--- src/rtl/s2cd_pkg.sv ---
// Shared types and constants for the seconds-to-calendar-date converter.
// Used by the stage control, the top level and the port checker.
`default_nettype none

package s2cd_pkg;

   // Payload widths
   localparam int TIME_BITS_DEF = 38;
   localparam int YEAR_W        = 14;
   localparam int MONTH_W       = 4;
   localparam int DAY_W         = 5;
   localparam int HOUR_W        = 5;
   localparam int MINUTE_W      = 6;
   localparam int SECOND_W      = 6;

   // Pipeline depth, request to response register
   localparam int NUM_STAGES = 11;

   // Internal widths of the date path
   localparam int ZW     = 22;   // Julian day number
   localparam int TODW   = 17;   // second of the day
   localparam int MODW   = 11;   // minute of the day
   localparam int NAW    = 24;   // 4z - 7468865
   localparam int ALPHAW = 7;
   localparam int NCW    = 27;   // 20b - 2442
   localparam int CW     = 14;
   localparam int XW     = 9;    // b - d, day in the March-based year
   localparam int EW     = 4;

   // Calendar constants
   localparam int SEC_LO_BITS     = 7;        // 86400 = 128 * 675
   localparam int SEC_HI_DIV      = 675;
   localparam int SEC_HI_BITS     = 10;
   localparam int DAY_NUMBER_1970 = 2440588;
   localparam int GREGORIAN_START = 2299161;
   localparam int ALPHA_BIAS      = 7468865;
   localparam int ALPHA_DIV       = 146097;
   localparam int B_BIAS          = 1524;
   localparam int C_MUL           = 20;
   localparam int C_BIAS          = 2442;
   localparam int C_DIV           = 7305;
   localparam int D_MUL           = 1461;
   localparam int E_MUL           = 10000;
   localparam int E_DIV           = 306001;
   localparam int SIXTY           = 60;
   localparam int YEAR_BIAS_LATE  = 4716;   // March..December
   localparam int YEAR_BIAS_EARLY = 4715;   // January, February
   localparam int MONTH_WRAP      = 14;

   // Exact reciprocals: ceil(2^k / d), k = numerator bits + divisor bits
   localparam int ALPHA_SH = 42;
   localparam logic [24:0] ALPHA_RECIP =
      25'(((64'd1 << ALPHA_SH) + 64'(ALPHA_DIV) - 64'd1) / 64'(ALPHA_DIV));
   localparam int C_SH = 40;
   localparam logic [27:0] C_RECIP =
      28'(((64'd1 << C_SH) + 64'(C_DIV) - 64'd1) / 64'(C_DIV));
   // 10000 folded into the reciprocal of 306001
   localparam int E_SH = 42;
   localparam logic [37:0] E_RECIP =
      38'((((64'd1 << E_SH) + 64'(E_DIV) - 64'd1) / 64'(E_DIV)) * 64'(E_MUL));
   localparam int SIXTY_SH = 23;
   localparam logic [17:0] SIXTY_RECIP =
      18'(((64'd1 << SIXTY_SH) + 64'(SIXTY) - 64'd1) / 64'(SIXTY));

   typedef struct packed {
      logic [HOUR_W-1:0]   hour;
      logic [MINUTE_W-1:0] minute;
      logic [SECOND_W-1:0] second;
   } hms_type;

   typedef struct packed {
      logic [NUM_STAGES-1:0] valid;
      logic [NUM_STAGES-1:0] load;
   } pipe_ctl_type;

   // floor(30.6001 * e) for the month numbers that occur
   function automatic logic [XW-1:0] month_start(input logic [EW-1:0] e);
      logic [XW-1:0] r;
      begin
         case (e)
            4'd4:    r = 9'd122;
            4'd5:    r = 9'd153;
            4'd6:    r = 9'd183;
            4'd7:    r = 9'd214;
            4'd8:    r = 9'd244;
            4'd9:    r = 9'd275;
            4'd10:   r = 9'd306;
            4'd11:   r = 9'd336;
            4'd12:   r = 9'd367;
            4'd13:   r = 9'd397;
            4'd14:   r = 9'd428;
            4'd15:   r = 9'd459;
            default: r = 9'd0;
         endcase
         return r;
      end
   endfunction

endpackage

`default_nettype wire

--- src/rtl/s2cd_pipe_ctl.sv ---
// Stage valid bits and per-stage load enables for the converter pipeline.
// Depends on s2cd_pkg (NUM_STAGES, pipe_ctl_type).
`default_nettype none

module s2cd_pipe_ctl (
   input  wire logic                 clock,
   input  wire logic                 reset,
   input  wire logic                 in_valid,
   output logic                      in_ready,
   input  wire logic                 out_ready,
   output s2cd_pkg::pipe_ctl_type    ctl
);
   import s2cd_pkg::*;

   logic [NUM_STAGES-1:0] valid_ff;
   logic [NUM_STAGES-1:0] valid_in;
   logic [NUM_STAGES-1:0] load;

   // a stage loads when it is empty or its content moves on this cycle
   always_comb begin
      load[NUM_STAGES-1] = !valid_ff[NUM_STAGES-1] || out_ready;
      for (int i = NUM_STAGES - 2; i >= 0; i--) begin
         load[i] = !valid_ff[i] || load[i+1];
      end
   end

   always_comb begin
      valid_in = valid_ff;
      if (load[0]) begin
         valid_in[0] = in_valid;
      end
      for (int i = 1; i < NUM_STAGES; i++) begin
         if (load[i]) begin
            valid_in[i] = valid_ff[i-1];
         end
      end
   end

   always_ff @(posedge clock) begin
      if (reset) begin
         valid_ff <= '0;
      end else begin
         valid_ff <= valid_in;
      end
   end

   assign in_ready  = load[0];
   assign ctl.valid = valid_ff;
   assign ctl.load  = load;

endmodule

`default_nettype wire

--- config.mk ---
export PLATFORM = sky130hd
export DESIGN_NAME = s2cd_pipe_ctl
export DESIGN_NICKNAME = d
export VERILOG_FILES = /design/src/rtl/s2cd_pkg.sv /design/src/rtl/s2cd_pipe_ctl.sv
export SDC_FILE = /design/constraint.sdc
export NUM_CORES = 1
export LEC_CHECK = 0
export ABC_CLOCK_PERIOD_IN_PS = 1600
export BUFFER_PORTS_ARGS = -buffer_cell sky130_fd_sc_hd__buf_2
export CAP_MARGIN = 5
export CORE_AREA = 2 2 39 41
export CTS_CLUSTER_DIAMETER = 100
export DETAILED_ROUTE_END_ITERATION = 12
export DIE_AREA = 0 0 41 43
export GPL_ROUTABILITY_DRIVEN = 0
export PLACE_DENSITY = 0.62
export SLEW_MARGIN = 0
export SYNTH_ARGS = -nofsm -noshare
export SYNTH_HDL_FRONTEND = slang
export SYNTH_SLANG_ARGS = --single-unit
--- constraint.sdc ---
create_clock -name clock -period 1.6 [get_ports clock]
set_clock_uncertainty 0.2 [all_clocks]
set_input_delay 0.16 -clock clock [delete_from_list [all_inputs] [get_ports clock]]
set_output_delay 0.16 -clock clock [all_outputs]
set_load 0.01 [all_outputs]
==> results_dict.tcl <==
set metrics [dict create \
    status "finished, violations left" \
    violations "negative setup slack" \
    setup_viol 7 \
    worstPathCellList "and4b_2, and2_4, nand3_2, buf_6" \
    dp.cells 94 \
    diodes 0 \
    synthMuxAreaShare 0 \
    tightest_slew_ns 0.212 \
    slowest_stage "dfxtp_2" \
    whs_path_depth 3 \
    drive_gt1_frac 0.598 \
    yosysWarnings 0 \
    synth_top_family_by_area "simple AND/OR/NAND/NOR gates" \
    relSlewSlack 0.859 \
    cp_data_required_time_ns 1.24 \
    synth_cells 53 \
    coreArea_sq_um 1380 \
    avgSynthCellArea_sq_um 8.64 \
    grt-ovfl-total 0 \
    path_buf_inv 1 \
    hpwl_um 796 \
    fmax_ghz 0.605 \
    critical_path_depth 4 \
    fp-row-count 14 \
    via_count 464 \
    synth_area_sq_um 458 \
    top_register "valid_ff" \
    largest_register_ffs 11 \
    drt-total-wl_mm 1.14 \
    synth_compound_area_frac 0.134 \
    ant_nets 0 \
    synth_top_cell_by_area "dfxtp_1" \
    yosysSeqAreaShare 0.481 \
    synthTopCellsByArea "dfxtp_1 (48%), nor2_1 (6.6%), a21oi_1 (5.5%)" \
    cts_htree_levels 1 \
    regArea_sq_um 228 \
    cts_tree "yes" \
    cts-root-buf "clkbuf_4" \
    synthAdderAreaFrac 0 \
    synth-edff-count 0 \
    vias_per_cell 4.50 \
    power.leakage_nw 0.340 \
    clkLatencyLatePin_ns 0.26 \
    rsz0062_at_grt "yes" \
    clock_sinks 11 \
    io_pins 27 \
    place.port_buffers 26 \
    die_area_sq_um 1760 \
    syn2layout_area_growth_pct 63.1 \
    grt_pass1_vias 423 \
    die_y_um 43 \
    power_density_nw_per_um2 657 \
    timing.hold.ws_ns 0.0318 \
    grt_pass1_wl_mm 1.67 \
    drt_first_iter_violations 7 \
    crit_type "reg2out" \
    synthArstFlopShare 0 \
    fin_cells 103 \
    grt_max_degree 12 \
    synth_xor_xnor_area_share 0 \
    yosys.area_share.simple 0.270 \
    layout_min_cycle_time_ns 1.65 \
    ir_drop_mv 0.361 \
    crit_family "simple AND/OR/NAND/NOR gates" \
    start_kind "register" \
    end_kind "output port" \
    path_clk_slew_ns 0.07 \
    drt-pass1-iter-count 2 \
    n_fill_cell 134 \
    cts_buffers 3 \
    synth_fp_nets 57 \
    multi_input_area_sq_um 210 \
    yosysUniqueCellTypes 21 \
    crit_fanout 5 \
    power_uw 491 \
    netlist.area_leader.share 0.481 \
    cts_buffer_depth 2 \
    drv_cap 0 \
    hold_viol 0 \
    antenna_found_initial 0 \
    ff2ff_path_depth 6 \
    grt.total_usage 0.136 \
    reg_top3 "valid_ff x11" \
    synth_seq_cells 11 \
    hold_class "in2reg" \
    cp.arrival_ns 1.29 \
    drc_errors 0 \
    synthTopCellsByCount "dfxtp_1 (11), nor2_1 (8), a21oi_1 (5)" \
    die_x_um 41 \
    period_share 1.03 \
    final_max_slew_viol_count 0 \
    layout_setup_ws_ns -0.0516 \
    drt-wirelength-per-cell_um 11.1 \
    start_util 0.331 \
    ys.flop_type "dfxtp_1" \
    yosysMostFrequentCell "dfxtp_1" \
    cpPeakStageDelay_ns 0.34 \
    final_net_count 92 \
]
-- where the power goes --
part / total, mW / switching (mW) / internal, mW
combinational: 0.0230 / 0.0115 / 0.0115
sequential: 0.282 / 0.00443 / 0.278
clock: 0.186 / 0.0893 / 0.0962
-- worst register-to-register path, delay by kind of cell (launching register included) --
kind                   cells  cell delay, ns
buffers and inverters      3            0.38
AOI/OAI and AO/OA          1            0.20
and+or+nand+nor            2            0.34
DFF                        1            0.32
-- metal layers --
| layer | GRT usage | routed length [um] | vias to the layer above |
|---|---|---|---|
| li1 | - | - | 245 |
| met1 | 0.179 | 508 | 204 |
| met2 | 0.203 | 575 | 15 |
| met3 | 0.0157 | 56 | 0 |
| met4 | 0.0800 | 0 | 0 |
| met5 | 0 | 0 | - |
-- path summary, 6_finish.rpt --
path | slack, ns | end | start
max | -0.05 | ctl[3] | valid_ff[9]$_SDFFE_PP0P_
min | 0.03 | valid_ff[10]$_SDFFE_PP0P_ | out_ready
min reg2reg | 0.26 | valid_ff[9]$_SDFFE_PP0P_ | valid_ff[8]$_SDFFE_PP0P_
max reg2reg | 0.04 | valid_ff[3]$_SDFFE_PP0P_ | valid_ff[10]$_SDFFE_PP0P_
-- logic make-up (layout without fill, tap and decap cells) --
kind of cell           count (synthesis)  count (layout)
AOI/OAI and AO/OA                     10              10
buffers and inverters                 10              44
DFF                                   11              11
and+or+nand+nor                       22              22
-- cells in the final DEF (no fill, tap or decap), drive strengths merged, types with 2 or more instances in the layout --
cell,synthesis,routed
clkbuf,1,4
a31oi,3,3
buf,3,32
nor2,8,8
dlygate4sd3,0,2
dfxtp,11,11
nand2,4,4
a21oi,6,6
nand3,2,2
and3,2,2
inv,6,6
-- area by class of cell --
| cell class | instances | area share |
|---|---|---|
| clock buffer | 4 | 0.0352 |
| timing repair buffer | 34 | 0.322 |
| sequential | 11 | 0.305 |
| tap | 16 | 0.0268 |
| multi-input combinational | 32 | 0.281 |
| inverter | 6 | 0.0302 |
-- per-stage QoR --
stage / setup slack, ns / instance area, sq um / TNS (ns) / util
finish: -0.0516 / 747 / -0.198 / 0.540
global route: -0.118 / 747 / -0.762 / 0.540
CTS: -0.0616 / 728 / -0.289 / 0.526
detailed placement: 0.155 / 601 / 0 / 0.434
global placement: 0.193 / 601 / 0 / 0.434
floorplan: 0.179 / 458 / 0 / -
-- timing repair --
item,in CTS,in global routing
buffers inserted,2,1
endpoints found under the hold margin,2,0
setup endpoints to repair,9,9
gates cloned,0,0
hold buffers,2,0
resized for setup,17,4
pin swaps,2,1
Power figures use the tool's default switching activity.
